File: config.mk
export PLATFORM = sky130hd
export DESIGN_NAME = g2_window_correlator_top
export DESIGN_NICKNAME = d
export VERILOG_FILES = /design/src/rtl/g2wc_pkg.sv /design/src/rtl/g2wc_mul.sv /design/src/rtl/g2wc_div.sv /design/src/rtl/g2_window_correlator_top.sv
export SDC_FILE = /design/constraint.sdc
export NUM_CORES = 2
export LEC_CHECK = 0
export BUFFER_PORTS_ARGS = -buffer_cell sky130_fd_sc_hd__buf_2
export CAP_MARGIN = 0
export CORE_ASPECT_RATIO = 1.25
export CORE_MARGIN = 3
export CORE_UTILIZATION = 33
export DETAILED_ROUTE_END_ITERATION = 6
export RECOVER_POWER = 25
export SLEW_MARGIN = 20
export SYNTH_ARGS = -nofsm -noshare
export SYNTH_HDL_FRONTEND = slang
export SYNTH_HIERARCHICAL = 1
export SYNTH_SLANG_ARGS = --single-unit
export TNS_END_PERCENT = 30
File: constraint.sdc
create_clock -name clk -period 27.3 [get_ports clk]
set_input_delay 5.46 -clock clk [delete_from_list [all_inputs] [get_ports clk]]
set_output_delay 5.46 -clock clk [all_outputs]
set_load 0.005 [all_outputs]
File: src/rtl/g2wc_pkg.sv
// ============================================================================
// g2wc_pkg - shared types and constants of the g2 window correlator
// Field widths, register indexes, reset values, unit status and FSM states.
// ============================================================================
`default_nettype none

package g2wc_pkg;

  // Default values of the top level parameters
  localparam int TIME_WIDTH_DEF         = 48;
  localparam int COUNT_WIDTH_DEF        = 16;
  localparam int WINDOW_INDEX_WIDTH_DEF = 20;

  // Fixed field widths
  localparam int SUM_WIDTH       = 40;
  localparam int PRODUCT_WIDTH   = 48;
  localparam int RATIO_WIDTH     = 32;
  localparam int FRAC_BITS       = 16;
  localparam int NWIN_WIDTH      = 20;
  localparam int TICKS_WIDTH     = 32;
  localparam int CFG_DATA_WIDTH  = 32;
  localparam int CFG_INDEX_WIDTH = 1;
  localparam int OUT_TDATA_WIDTH = RATIO_WIDTH + 2 * SUM_WIDTH + PRODUCT_WIDTH;

  // Serial multiplier operands: coincidence sum (or channel sum) by window
  // count (or channel sum)
  localparam int MUL_A_WIDTH = PRODUCT_WIDTH;
  localparam int MUL_B_WIDTH = SUM_WIDTH;
  localparam int MUL_P_WIDTH = MUL_A_WIDTH + MUL_B_WIDTH;
  // Serial divider divisor width: sized for the product of the two channel sums
  localparam int DIV_D_WIDTH = 2 * SUM_WIDTH;

  // Register indexes
  localparam logic [CFG_INDEX_WIDTH-1:0] CFG_NUM_WINDOWS  = 1'b0;
  localparam logic [CFG_INDEX_WIDTH-1:0] CFG_WINDOW_TICKS = 1'b1;

  // Register reset values
  localparam logic [NWIN_WIDTH-1:0]  NWIN_RESET  = 20'd100000;
  localparam logic [TICKS_WIDTH-1:0] TICKS_RESET = 32'd1000;

  // Status of a serial arithmetic unit
  typedef struct packed {
    logic busy;
    logic done;
  } unit_sts_t;

  // Sequencer states
  typedef enum logic [3:0] {
    ST_IDLE,
    ST_DIV_BIN,
    ST_BIN,
    ST_CLOSE_MUL,
    ST_CLOSE_ADD,
    ST_COUNT,
    ST_FIN,
    ST_MUL_NUM,
    ST_MUL_DEN,
    ST_SAT,
    ST_DIV_G2,
    ST_OUT
  } state_t;

endpackage

`default_nettype wire

File: src/rtl/g2wc_mul.sv
// ============================================================================
// g2wc_mul - bit-serial unsigned multiplier
// Shift-add over the B operand, one bit per cycle, LSB first; the adder is
// only A_W + 1 bits wide.
// ============================================================================
`default_nettype none

module g2wc_mul #(
  parameter int A_W = 48,
  parameter int B_W = 40
) (
  input  wire logic                 clk,
  input  wire logic                 rst_n,
  input  wire logic                 start,
  input  wire logic [A_W-1:0]       a,
  input  wire logic [B_W-1:0]       b,
  output logic      [A_W+B_W-1:0]   product,
  output g2wc_pkg::unit_sts_t       sts
);
  import g2wc_pkg::*;

  localparam int CNT_W = $clog2(B_W + 1);

  logic [A_W-1:0]   a_r;
  logic [A_W:0]     hi_r;
  logic [B_W-1:0]   lo_r;
  logic [CNT_W-1:0] cnt_r;
  logic             busy_r;
  logic             done_r;
  logic [A_W:0]     sum;

  // Partial product add for the current multiplier bit
  assign sum = hi_r + (lo_r[0] ? {1'b0, a_r} : '0);

  // Step control
  always_ff @(posedge clk) begin
    if (!rst_n) begin
      busy_r <= 1'b0;
      done_r <= 1'b0;
      cnt_r  <= '0;
    end else begin
      done_r <= 1'b0;
      if (start) begin
        busy_r <= 1'b1;
        cnt_r  <= CNT_W'(B_W);
      end else if (busy_r) begin
        cnt_r <= cnt_r - 1'b1;
        if (cnt_r == CNT_W'(1)) begin
          busy_r <= 1'b0;
          done_r <= 1'b1;
        end
      end
    end
  end

  // Accumulator shifts right one bit a step
  always_ff @(posedge clk) begin
    if (start) begin
      a_r  <= a;
      hi_r <= '0;
      lo_r <= b;
    end else if (busy_r) begin
      hi_r <= {1'b0, sum[A_W:1]};
      lo_r <= {sum[0], lo_r[B_W-1:1]};
    end
  end

  assign product  = {hi_r[A_W-1:0], lo_r};
  assign sts.busy = busy_r;
  assign sts.done = done_r;

endmodule

`default_nettype wire

File: src/rtl/g2wc_div.sv
// ============================================================================
// g2wc_div - bit-serial restoring divider
// One quotient bit per cycle, dividend bits shifted in MSB first. A nonzero
// initial remainder (below the divisor) continues a longer dividend.
// ============================================================================
`default_nettype none

module g2wc_div #(
  parameter int NW = 48,
  parameter int DW = 80
) (
  input  wire logic                     clk,
  input  wire logic                     rst_n,
  input  wire logic                     start,
  input  wire logic [DW-1:0]            rem_init,
  input  wire logic [NW-1:0]            dividend,
  input  wire logic [DW-1:0]            divisor,
  input  wire logic [$clog2(NW+1)-1:0]  steps,
  output logic      [NW-1:0]            quotient,
  output g2wc_pkg::unit_sts_t           sts
);
  import g2wc_pkg::*;

  localparam int CNT_W = $clog2(NW + 1);

  logic [DW-1:0]    rem_r;
  logic [DW-1:0]    dsr_r;
  logic [NW-1:0]    dvd_r;
  logic [NW-1:0]    q_r;
  logic [CNT_W-1:0] cnt_r;
  logic             busy_r;
  logic             done_r;
  logic [DW:0]      trial;
  logic [DW:0]      diff;
  logic             ge;

  // Trial subtraction of one step
  assign trial = {rem_r, dvd_r[NW-1]};
  assign ge    = (trial >= {1'b0, dsr_r});
  assign diff  = trial - {1'b0, dsr_r};

  // Step control
  always_ff @(posedge clk) begin
    if (!rst_n) begin
      busy_r <= 1'b0;
      done_r <= 1'b0;
      cnt_r  <= '0;
    end else begin
      done_r <= 1'b0;
      if (start) begin
        busy_r <= 1'b1;
        cnt_r  <= steps;
      end else if (busy_r) begin
        cnt_r <= cnt_r - 1'b1;
        if (cnt_r == CNT_W'(1)) begin
          busy_r <= 1'b0;
          done_r <= 1'b1;
        end
      end
    end
  end

  // Remainder, dividend and quotient shift registers
  always_ff @(posedge clk) begin
    if (start) begin
      rem_r <= rem_init;
      dsr_r <= divisor;
      dvd_r <= dividend;
      q_r   <= '0;
    end else if (busy_r) begin
      rem_r <= ge ? diff[DW-1:0] : trial[DW-1:0];
      dvd_r <= {dvd_r[NW-2:0], 1'b0};
      q_r   <= {q_r[NW-2:0], ge};
    end
  end

  assign quotient = q_r;
  assign sts.busy = busy_r;
  assign sts.done = done_r;

endmodule

`default_nettype wire

File: src/rtl/g2_window_correlator_top.sv
// Click item: the serial timestamp divider bins the arrival time; the item is dropped
//   past the last window, and a click in a later window first closes the open one.
// Finish item: two serial products, then a serial division (skipped on saturation); all
//   are skipped when a channel sum is zero. The result waits while the output is stalled.
// One item in work at a time. Reset (rst_n, synchronous): window state and sums cleared,
//   registers to their defaults (100000 windows, 1000 ticks).
// ============================================================================
// g2_window_correlator_top - streaming g2 coincidence correlator
// Bins detector clicks into time windows, accumulates per-window channel
// counts, their sums and product sum, and reports g2 in unsigned Q16.16.
// ============================================================================
`default_nettype none

module g2_window_correlator_top #(
  parameter int TIME_WIDTH         = g2wc_pkg::TIME_WIDTH_DEF,
  parameter int COUNT_WIDTH        = g2wc_pkg::COUNT_WIDTH_DEF,
  parameter int WINDOW_INDEX_WIDTH = g2wc_pkg::WINDOW_INDEX_WIDTH_DEF
) (
  input  wire logic                                  clk,
  input  wire logic                                  rst_n,
  // Input items
  input  wire logic                                  in_tvalid,
  output logic                                       in_tready,
  // detector [0], arrival_time [TIME_WIDTH:1], zero fill above
  input  wire logic [((TIME_WIDTH+8)/8)*8-1:0]       in_tdata,
  // action (0 click, 1 finish)
  input  wire logic                                  in_tuser,
  // Result items
  output logic                                       out_tvalid,
  input  wire logic                                  out_tready,
  // g2_ratio [31:0], sum_channel_a [71:32], sum_channel_b [111:72],
  // coincidence_sum [159:112]
  output logic [g2wc_pkg::OUT_TDATA_WIDTH-1:0]       out_tdata,
  // ratio_undefined
  output logic                                       out_tuser,
  // Configuration writes
  input  wire logic                                  cfg_wr_en,
  input  wire logic [g2wc_pkg::CFG_INDEX_WIDTH-1:0]  cfg_index,
  input  wire logic [g2wc_pkg::CFG_DATA_WIDTH-1:0]   cfg_wdata
);
  import g2wc_pkg::*;

  localparam int WIW     = WINDOW_INDEX_WIDTH;
  localparam int CW      = COUNT_WIDTH;
  localparam int DSTEP_W = $clog2(TIME_WIDTH + 1);
  localparam int WPROD_W = 2 * CW;
  localparam int PSUM_W  = ((WPROD_W > PRODUCT_WIDTH) ? WPROD_W : PRODUCT_WIDTH) + 1;
  localparam int P1HI_W  = MUL_P_WIDTH - FRAC_BITS;

  // Control state
  state_t                   state_r, state_nxt;
  logic [NWIN_WIDTH-1:0]    nw_r;
  logic [TICKS_WIDTH-1:0]   ticks_r;
  logic                     open_r;
  logic [WIW-1:0]           idx_r;
  logic [CW-1:0]            cnt_a_r, cnt_b_r;
  logic [SUM_WIDTH-1:0]     sum_a_r, sum_b_r;
  logic [PRODUCT_WIDTH-1:0] psum_r;
  logic                     fin_r;
  logic                     out_valid_r;

  // Payload registers
  logic                     det_r;
  logic [WPROD_W-1:0]       wprod_r;
  logic [MUL_P_WIDTH-1:0]   p1_r;
  logic [DIV_D_WIDTH-1:0]   den_r;
  logic [RATIO_WIDTH-1:0]   g2_r;
  logic                     undef_r;
  logic [RATIO_WIDTH-1:0]   out_g2_r;
  logic [SUM_WIDTH-1:0]     out_sa_r, out_sb_r;
  logic [PRODUCT_WIDTH-1:0] out_ps_r;
  logic                     out_undef_r;

  // Input fields
  logic                     in_det;
  logic [TIME_WIDTH-1:0]    in_time;
  logic                     in_acc;

  // Sequencer outputs
  logic                     mul_start, div_start, out_load;

  // Arithmetic units
  logic [MUL_A_WIDTH-1:0]   mul_a;
  logic [MUL_B_WIDTH-1:0]   mul_b;
  logic [MUL_P_WIDTH-1:0]   mul_p;
  unit_sts_t                mul_sts;
  logic [DIV_D_WIDTH-1:0]   div_rem0;
  logic [TIME_WIDTH-1:0]    div_dvd;
  logic [DIV_D_WIDTH-1:0]   div_dsr;
  logic [DSTEP_W-1:0]       div_steps;
  logic [TIME_WIDTH-1:0]    div_q;
  unit_sts_t                div_sts;

  // Datapath helpers
  logic [TICKS_WIDTH-1:0]   ticks_eff;
  logic                     idx_over;
  logic                     drop;
  logic                     bin_later;
  logic [SUM_WIDTH:0]       sa_add, sb_add;
  logic [PSUM_W-1:0]        ps_add;
  logic [P1HI_W-1:0]        p1_hi;
  logic                     ratio_sat;
  logic                     sums_zero;

  assign in_det  = in_tdata[0];
  assign in_time = in_tdata[TIME_WIDTH:1];
  assign in_acc  = in_tvalid && in_tready;

  // Window index out of range of the index register
  generate
    if (WIW < TIME_WIDTH) begin : g_idx_chk
      assign idx_over = (div_q[TIME_WIDTH-1:WIW] != '0);
    end else begin : g_idx_full
      assign idx_over = 1'b0;
    end
  endgenerate

  assign ticks_eff = (ticks_r == '0) ? TICKS_WIDTH'(1) : ticks_r;
  assign drop      = (div_q >= TIME_WIDTH'(nw_r)) || idx_over;
  assign bin_later = (div_q[WIW-1:0] > idx_r);

  // Saturating window close sums
  assign sa_add = {1'b0, sum_a_r} + (SUM_WIDTH+1)'(cnt_a_r);
  assign sb_add = {1'b0, sum_b_r} + (SUM_WIDTH+1)'(cnt_b_r);
  assign ps_add = PSUM_W'(psum_r) + PSUM_W'(wprod_r);

  // Ratio saturates when numerator >= denominator * 2^16
  assign p1_hi     = p1_r[MUL_P_WIDTH-1:FRAC_BITS];
  assign ratio_sat = (DIV_D_WIDTH'(p1_hi) >= den_r);
  assign sums_zero = (sum_a_r == '0) || (sum_b_r == '0);

  // Multiplier operands: windows * coincidences, then sum_a * sum_b
  assign mul_a = (state_r == ST_MUL_NUM) ? MUL_A_WIDTH'(sum_a_r) : psum_r;
  assign mul_b = (state_r == ST_MUL_NUM) ? sum_b_r : MUL_B_WIDTH'(nw_r);

  // Divider operands: ratio continuation or timestamp binning
  always_comb begin
    if (state_r == ST_SAT) begin
      div_rem0  = DIV_D_WIDTH'(p1_hi);
      div_dvd   = {p1_r[FRAC_BITS-1:0], {(TIME_WIDTH-FRAC_BITS){1'b0}}};
      div_dsr   = den_r;
      div_steps = DSTEP_W'(RATIO_WIDTH);
    end else begin
      div_rem0  = '0;
      div_dvd   = in_time;
      div_dsr   = DIV_D_WIDTH'(ticks_eff);
      div_steps = DSTEP_W'(TIME_WIDTH);
    end
  end

  g2wc_mul #(
    .A_W (MUL_A_WIDTH),
    .B_W (MUL_B_WIDTH)
  ) u_mul (
    .clk     (clk),
    .rst_n   (rst_n),
    .start   (mul_start),
    .a       (mul_a),
    .b       (mul_b),
    .product (mul_p),
    .sts     (mul_sts)
  );

  g2wc_div #(
    .NW (TIME_WIDTH),
    .DW (DIV_D_WIDTH)
  ) u_div (
    .clk      (clk),
    .rst_n    (rst_n),
    .start    (div_start),
    .rem_init (div_rem0),
    .dividend (div_dvd),
    .divisor  (div_dsr),
    .steps    (div_steps),
    .quotient (div_q),
    .sts      (div_sts)
  );

  // State register
  always_ff @(posedge clk) begin
    if (!rst_n) begin
      state_r <= ST_IDLE;
    end else begin
      state_r <= state_nxt;
    end
  end

  // Next state and unit starts
  always_comb begin
    state_nxt = state_r;
    in_tready = 1'b0;
    mul_start = 1'b0;
    div_start = 1'b0;
    out_load  = 1'b0;
    unique case (state_r)
      ST_IDLE: begin
        in_tready = 1'b1;
        if (in_tvalid) begin
          if (in_tuser) begin
            state_nxt = open_r ? ST_CLOSE_MUL : ST_FIN;
          end else begin
            div_start = 1'b1;
            state_nxt = ST_DIV_BIN;
          end
        end
      end
      ST_DIV_BIN: begin
        if (div_sts.done) state_nxt = ST_BIN;
      end
      ST_BIN: begin
        priority if (drop) state_nxt = ST_IDLE;
        else if (open_r && bin_later) state_nxt = ST_CLOSE_MUL;
        else state_nxt = ST_COUNT;
      end
      ST_CLOSE_MUL: state_nxt = ST_CLOSE_ADD;
      ST_CLOSE_ADD: state_nxt = fin_r ? ST_FIN : ST_COUNT;
      ST_COUNT:     state_nxt = ST_IDLE;
      ST_FIN: begin
        if (sums_zero) begin
          state_nxt = ST_OUT;
        end else begin
          mul_start = 1'b1;
          state_nxt = ST_MUL_NUM;
        end
      end
      ST_MUL_NUM: begin
        if (mul_sts.done) begin
          mul_start = 1'b1;
          state_nxt = ST_MUL_DEN;
        end
      end
      ST_MUL_DEN: begin
        if (mul_sts.done) state_nxt = ST_SAT;
      end
      ST_SAT: begin
        if (ratio_sat) begin
          state_nxt = ST_OUT;
        end else begin
          div_start = 1'b1;
          state_nxt = ST_DIV_G2;
        end
      end
      ST_DIV_G2: begin
        if (div_sts.done) state_nxt = ST_OUT;
      end
      ST_OUT: begin
        if (!out_valid_r || out_tready) begin
          out_load  = 1'b1;
          state_nxt = ST_IDLE;
        end
      end
      default: state_nxt = ST_IDLE;
    endcase
  end

  // Configuration, window state and running sums
  always_ff @(posedge clk) begin
    if (!rst_n) begin
      nw_r    <= NWIN_RESET;
      ticks_r <= TICKS_RESET;
      open_r  <= 1'b0;
      idx_r   <= '0;
      cnt_a_r <= '0;
      cnt_b_r <= '0;
      sum_a_r <= '0;
      sum_b_r <= '0;
      psum_r  <= '0;
      fin_r   <= 1'b0;
    end else begin
      if (cfg_wr_en) begin
        unique case (cfg_index)
          CFG_NUM_WINDOWS:  nw_r    <= cfg_wdata[NWIN_WIDTH-1:0];
          CFG_WINDOW_TICKS: ticks_r <= cfg_wdata[TICKS_WIDTH-1:0];
          default: ;
        endcase
      end
      if (in_acc) fin_r <= in_tuser;
      // close: fold the window counts into the sums
      if (state_r == ST_CLOSE_ADD) begin
        sum_a_r <= sa_add[SUM_WIDTH] ? '1 : sa_add[SUM_WIDTH-1:0];
        sum_b_r <= sb_add[SUM_WIDTH] ? '1 : sb_add[SUM_WIDTH-1:0];
        psum_r  <= (ps_add[PSUM_W-1:PRODUCT_WIDTH] != '0) ? '1
                                                          : ps_add[PRODUCT_WIDTH-1:0];
        cnt_a_r <= '0;
        cnt_b_r <= '0;
        open_r  <= 1'b0;
      end
      // count the click in the open window
      if (state_r == ST_COUNT) begin
        if (!open_r) begin
          open_r <= 1'b1;
          idx_r  <= div_q[WIW-1:0];
        end
        if (!det_r) begin
          if (cnt_a_r != '1) cnt_a_r <= cnt_a_r + 1'b1;
        end else begin
          if (cnt_b_r != '1) cnt_b_r <= cnt_b_r + 1'b1;
        end
      end
      // result handed off: start a new run
      if (out_load) begin
        open_r  <= 1'b0;
        idx_r   <= '0;
        cnt_a_r <= '0;
        cnt_b_r <= '0;
        sum_a_r <= '0;
        sum_b_r <= '0;
        psum_r  <= '0;
      end
    end
  end

  // Arithmetic payload registers
  always_ff @(posedge clk) begin
    if (in_acc) det_r <= in_det;
    if (state_r == ST_CLOSE_MUL) wprod_r <= cnt_a_r * cnt_b_r;
    if (state_r == ST_MUL_NUM && mul_sts.done) p1_r <= mul_p;
    if (state_r == ST_MUL_DEN && mul_sts.done) den_r <= mul_p[DIV_D_WIDTH-1:0];
    if (state_r == ST_FIN) begin
      g2_r    <= '0;
      undef_r <= sums_zero;
    end
    if (state_r == ST_SAT && ratio_sat) g2_r <= '1;
    if (state_r == ST_DIV_G2 && div_sts.done) g2_r <= div_q[RATIO_WIDTH-1:0];
  end

  // Output register
  always_ff @(posedge clk) begin
    if (!rst_n) begin
      out_valid_r <= 1'b0;
    end else if (out_load) begin
      out_valid_r <= 1'b1;
    end else if (out_tready) begin
      out_valid_r <= 1'b0;
    end
  end

  always_ff @(posedge clk) begin
    if (out_load) begin
      out_g2_r    <= g2_r;
      out_sa_r    <= sum_a_r;
      out_sb_r    <= sum_b_r;
      out_ps_r    <= psum_r;
      out_undef_r <= undef_r;
    end
  end

  assign out_tvalid = out_valid_r;
  assign out_tdata  = {out_ps_r, out_sb_r, out_sa_r, out_g2_r};
  assign out_tuser  = out_undef_r;

`ifndef ASSERT_OFF
  // The multiplier and the divider never run at the same time
  a_units_exclusive: assert property (@(posedge clk) disable iff (!rst_n)
    !(mul_sts.busy && div_sts.busy))
    else $error("multiplier and divider busy together");

  // A closed window holds no counts
  a_closed_empty: assert property (@(posedge clk) disable iff (!rst_n)
    !open_r |-> (cnt_a_r == '0 && cnt_b_r == '0))
    else $error("counts left in a closed window");

  // One item in work at a time
  a_one_item: assert property (@(posedge clk) disable iff (!rst_n)
    in_tvalid && in_tready |=> !in_tready)
    else $error("second item accepted while busy");

  // A finished result waits while the output register is still held
  a_out_wait: assert property (@(posedge clk) disable iff (!rst_n)
    state_r == ST_OUT && out_valid_r && !out_tready |=> state_r == ST_OUT)
    else $error("result overwrote a pending item");
`endif

endmodule

`default_nettype wire
== After elaboration in Yosys (flattened, before gate mapping) ==
Cells that the tools add are included.
Operators by class
  $add $sub $neg: 9
  multiply operators: 1
  order comparisons: 4
  eq/ne operators: 21
  mux-type cells: 70
  bitwise operators: 5
  reductions and logical operators: 27
Operator list (count)
  40-bit 2-to-1 mux: 6
  48-bit 2-to-1 mux: 5
  80-bit 2-to-1 mux: 3
  32-bit 2-to-1 mux: 5
  16-bit 2-to-1 mux: 8
  40-bit by 16-bit adder with 41-bit output: 2
  81-bit by 80-bit greater-or-equal comparator with 1-bit output: 1
  72-bit by 80-bit greater-or-equal comparator with 1-bit output: 1
  40-bit zero test: 2
  80-bit subtractor: 1
  72-bit 2-to-1 mux: 1
  48-bit by 32-bit adder with 49-bit output: 1
  48-bit by 49-bit adder with 49-bit output: 1
  48-bit by 20-bit greater-or-equal comparator with 1-bit output: 1
  4-bit one-hot mux with 11 select lines: 1
  16-bit by 1-bit adder with 16-bit output, second input constant: 2
  32-bit zero test: 1
  16-bit by 16-bit multiplier with 32-bit output: 1
  16-bit inequality test, second input constant: 2
  4-bit 2-to-1 mux: 7
  28-bit nonzero test: 1
  6-bit 2-to-1 mux: 4
  1-bit 2-to-1 mux: 22
  20-bit > comparator: 1
  other kinds (23): 57
Storage, ports and cells
  flip-flop bits (word level): 1042
  bits of input ports: 95
  output and inout port bits: 163
  word-level logic and storage cells: 176

== Depth between registers and ports, before layout ==
  word-level depth: 5
  depth in mapped cells: 25
  mapped depth without buffers: 23

== Modules after synthesis ==
The synthesis kept the hierarchy.
By module, submodules not included
  g2_window_correlator_top: times used 1, cells an instance 3944, area an instance 38773.4 sq um, seq. area each 16646.0 sq um
  g2wc_div: times used 1, cells an instance 1554, area an instance 15720.1 sq um, seq. area each 7367.1 sq um
  g2wc_mul: times used 1, cells an instance 780, area an instance 8186.6 sq um, seq. area each 3763.6 sq um

== Worst setup path after synthesis ==
No wires, ideal clock.
  kind: input -> register
  from: in in_tvalid
  to: reg u_div.dvd_r[0], enable pin
  setup time: 433 ps
  arrival time: 13675 ps
  slack: 13192 ps
  stages on the path: 5
  path buffers: 2
  cell sequence: nand2_1 > o21ai_0 > clkbuf_1 > clkbuf_1 > or2_2
On the way
  cells in the longest elaborated chain, start to end: 3
RTL lines
  start, declared: RTL line g2_window_correlator_top.sv:22  | input wire logic in_tvalid,
  1-bit 2-to-1 mux: RTL line g2_window_correlator_top.sv:198  | if (in_tvalid) begin
  1-bit one-hot mux with 2 select lines: RTL line g2_window_correlator_top.sv:195  | unique case (state_r)
  via div_start: RTL line g2_window_correlator_top.sv:80  | logic mul_start, div_start, out_load;
  2-bit nonzero test (no line)
  end signal, assigned: RTL line g2wc_div.sv:68  | dvd_r <= dividend;
  end signal, assigned: RTL line g2wc_div.sv:72  | dvd_r <= {dvd_r[NW-2:0], 1'b0};
  end, declared: RTL line g2wc_div.sv:28  | logic [NW-1:0] dvd_r;
The timed path passes the listed nets, and every way through them passes these cells.
A chain may end at the register's enable or synchronous reset.

== Worst setup path after layout ==
  from: in in_tvalid
  to: reg u_div.rem_r[65], enable pin
On the way
  cells in the longest elaborated chain, start to end: 3
RTL lines
  1-bit 2-to-1 mux: RTL line g2_window_correlator_top.sv:198
  1-bit one-hot mux with 2 select lines: RTL line g2_window_correlator_top.sv:195
  via div_start: RTL line g2_window_correlator_top.sv:80
  2-bit nonzero test (no line)
  end signal, assigned: RTL line g2wc_div.sv:66  | rem_r <= rem_init;
  end signal, assigned: RTL line g2wc_div.sv:71  | rem_r <= ge ? diff[DW-1:0] : trial[DW-1:0];
  end, declared: RTL line g2wc_div.sv:26  | logic [DW-1:0] rem_r;
The timed path passes the listed nets, and every way through them passes these cells.

==> metrics.md <==
| Metric | Value |
|---|---|
| Outcome | `finished, violations left` |
| Failing checks | `capacitance limit, slew limit` |
| CTS Hold Bufs | `0` |
| Cell Pwr Density | `81.8 nW/um^2` |
| Final setup vio count | `0` |
| Port Buffer Count | `between 200 and 300` |
| First-pass GRT wire length | `272000 um` |
| Starting Density | `33.3%` |
| Worst Path Required | `~28 ns` |
| Slew margin rel. | `-95.9%` |
| I/O pins | `258` |
| CTS sink cnt | `between 1000 and 1500` |
| Worst min path class | `flip-flop to flip-flop` |
| Psw | `0.00207 W` |
| Chip height | `493 um` |
| Final ANT Viol Nets | `0` |
| Yosys warning total | `6` |
| CTS Buf Count | `104` |
| Fin crit share | `about 29%` |
| WS Path Type | `input port to flip-flop` |
| Worst VDD drop | `0.0493 mV` |
| Part of the power in registers | `between 30% and 40%` |
| Clock power share | `roughly a quarter` |
| Worst-Margin Slew | `just under 3 ns` |
| Core area | `188000 um^2` |
| Congestion Overflow GR | `0` |
| Worst-path fanout max | `roughly 70` |
| DRC Markers | `0` |
| CTS clk-pin slew, worst paths | `~0.06 ns` |
| DRT iter0 DRCs | `3296` |
| First-pass DRT Iterations | `6` |
| Root Buffer | `clkbuf_16` |
| Post_cts resized | `0` |
| F_max | `127 MHz` |
| Met1 WL | `79000 um` |
| Layout net count | `between 7000 and 8000` |
| Int Power | `0.00368 W` |
| Fin worst setup slack | `19.46 ns` |
| Worst Setup End Kind | `flip-flop` |
| DIE WIDTH | `396 um` |
| Area grow syn2layout | `12.0%` |
| Setup Fix Bufs, Post-CTS | `0` |
| Highest routed layer | `met5` |
| CTS tree | `yes` |
| Wire length per cell | `19.9 um` |
| Worst Clk Skew | `0.0355 ns` |
| Maximum buffer depth of the clock tree | `3` |
| Slew Limit Fails | `304` |
| Row count | `178` |
| Antenna violations before repair | `20` |
| RSZ-0062 raised after global routing | `no` |
| Met2 wire len | `85400 um` |
| Detailed-route via count | `46600` |
| Critical path launch point type | `input port` |
| Total track usage | `17.8%` |
| Final Hold Fails | `0` |
| Detailed Place HPWL | `136000 um` |
| Setup TNS | `0 ns` |
| Vias per inst | `approximately 5.2` |
| Net Sw Frac | `36.0%` |
| Syn avg cell area | `9.98 um^2` |
| Setup WS pre-CTS | `18.66 ns` |
| H-tree Lvls | `3` |
| Share of layout cells above drive strength 1 | `around 11%` |
| Largest net degree at the start of global routing | `~130` |
| Vias in the first global route | `45500` |
| RePlAce Congestion | `0.969` |
| MaxCap Viol Count | `6` |
| Clk Latency, worst-skew pair | `0.74 ns` |
| Comb power frac | `35.2%` |
| Routed Wire Length | `180000 um` |
| CP Data Arrival Time | `8.19 ns` |
| Met3 WL post-DR | `9420 um` |
| Mapped Area | `62700 um^2` |
| Min Tclk post-route | `7.84 ns` |
| Leakage | `29.0 nW` |
| DIE AREA | `195000 um^2` |
| Cell count after synthesis | `6276` |
critical path, cell delays in order:
cell and delay, ns:
buf_2 0.09, nand2_1 0.15, o21ai_4 0.16, buf_4 0.50, or2_4 0.21, buf_4 0.71
buf_4 0.76
path summary, 6_finish.rpt:
path,endpoint,startpoint,slack [ns],depth (start not counted)
worst max register to register,wprod_r[31],cnt_b_r[9],20.18,20
worst max-delay path,u_div/rem_r[65],in_tvalid,19.46,7
worst min register to register,out_g2_r[27],g2_r[27],0.41,0
worst min-delay path,out_g2_r[27],g2_r[27],0.41,0
per-layer routing:
| layer | up-vias | track usage, % |
|---|---|---|
| met3 | 257 | 2.31 |
| met1 | 22800 | 23.8 |
| met2 | 1241 | 29.8 |
| met4 | 4 | 5.86 |
| met5 | - | 0 |
| li1 | 22200 | - |
metrics by stage:
| step | instance area, um^2 | util [%] | hold slack [ns] | power (W) | cells |
|---|---|---|---|---|---|
| after detailed placement | 66500 | 35.3 | 0.405 | 0.00423 | 8817 |
| after floorplan | 62700 | - | 0.400 | 0.00368 | 6287 |
| after global routing | 70200 | 37.2 | 0.400 | 0.00608 | 9015 |
| after CTS | 70200 | 37.2 | 0.394 | 0.00577 | 9014 |
| final | 70200 | 37.2 | 0.406 | 0.00574 | 9025 |
| after global placement | 66500 | 35.3 | 0.404 | 0.00420 | 8817 |
flip-flops by register name (all words and copies together) (netlist names), 48 cells and up:
signal	count
u_div/dvd_r	48
u_mul/a_r	48
p1_r	88
u_div/quotient	48
u_mul/hi_r	48
u_div/dsr_r	80
out_ps_r	48
u_div/rem_r	80
psum_r	48
den_r	80
cells in the final DEF (no fill, tap or decap), types with 69 or more instances in the layout:
master	n
nand2_1	776
edfxtp_1	691
inv_1	507
a21oi_1	451
ha_1	414
nor2_1	354
dfxtp_1	346
o21ai_0	293
and2_1	288
buf_2	250
fa_1	199
a21o_1	167
xnor2_1	130
mux2_2	126
xor2_1	117
clkbuf_16	109
nand4_1	95
nand3_1	82
and3_1	77
mux2i_1	74
nor3_1	69
power by group through the flow:
stage / clock network, W / registers [W] / logic (W)
finish: 0.00152 / 0.00220 / 0.00202
global route: 0.00161 / 0.00222 / 0.00224
CTS: 0.00156 / 0.00220 / 0.00201
detailed placement: 0 / 0.00223 / 0.00200
global placement: 0 / 0.00223 / 0.00197
floorplan: 0 / 0.00213 / 0.00155
cell type report:
| type | instances | area, um^2 |
|---|---|---|
| sequential | 1042 | 27800 |
| fill | 18800 | 118000 |
| inverter | 510 | 1920 |
| clock inverter | 57 | 683 |
| antenna | 11 | 27.5 |
| tap | 2520 | 3150 |
| multi-input combinational | 4434 | 31900 |
| clock buffer | 140 | 3000 |
| timing repair buffer | 311 | 1700 |
Note: power is estimated with default switching activity, not from simulation.
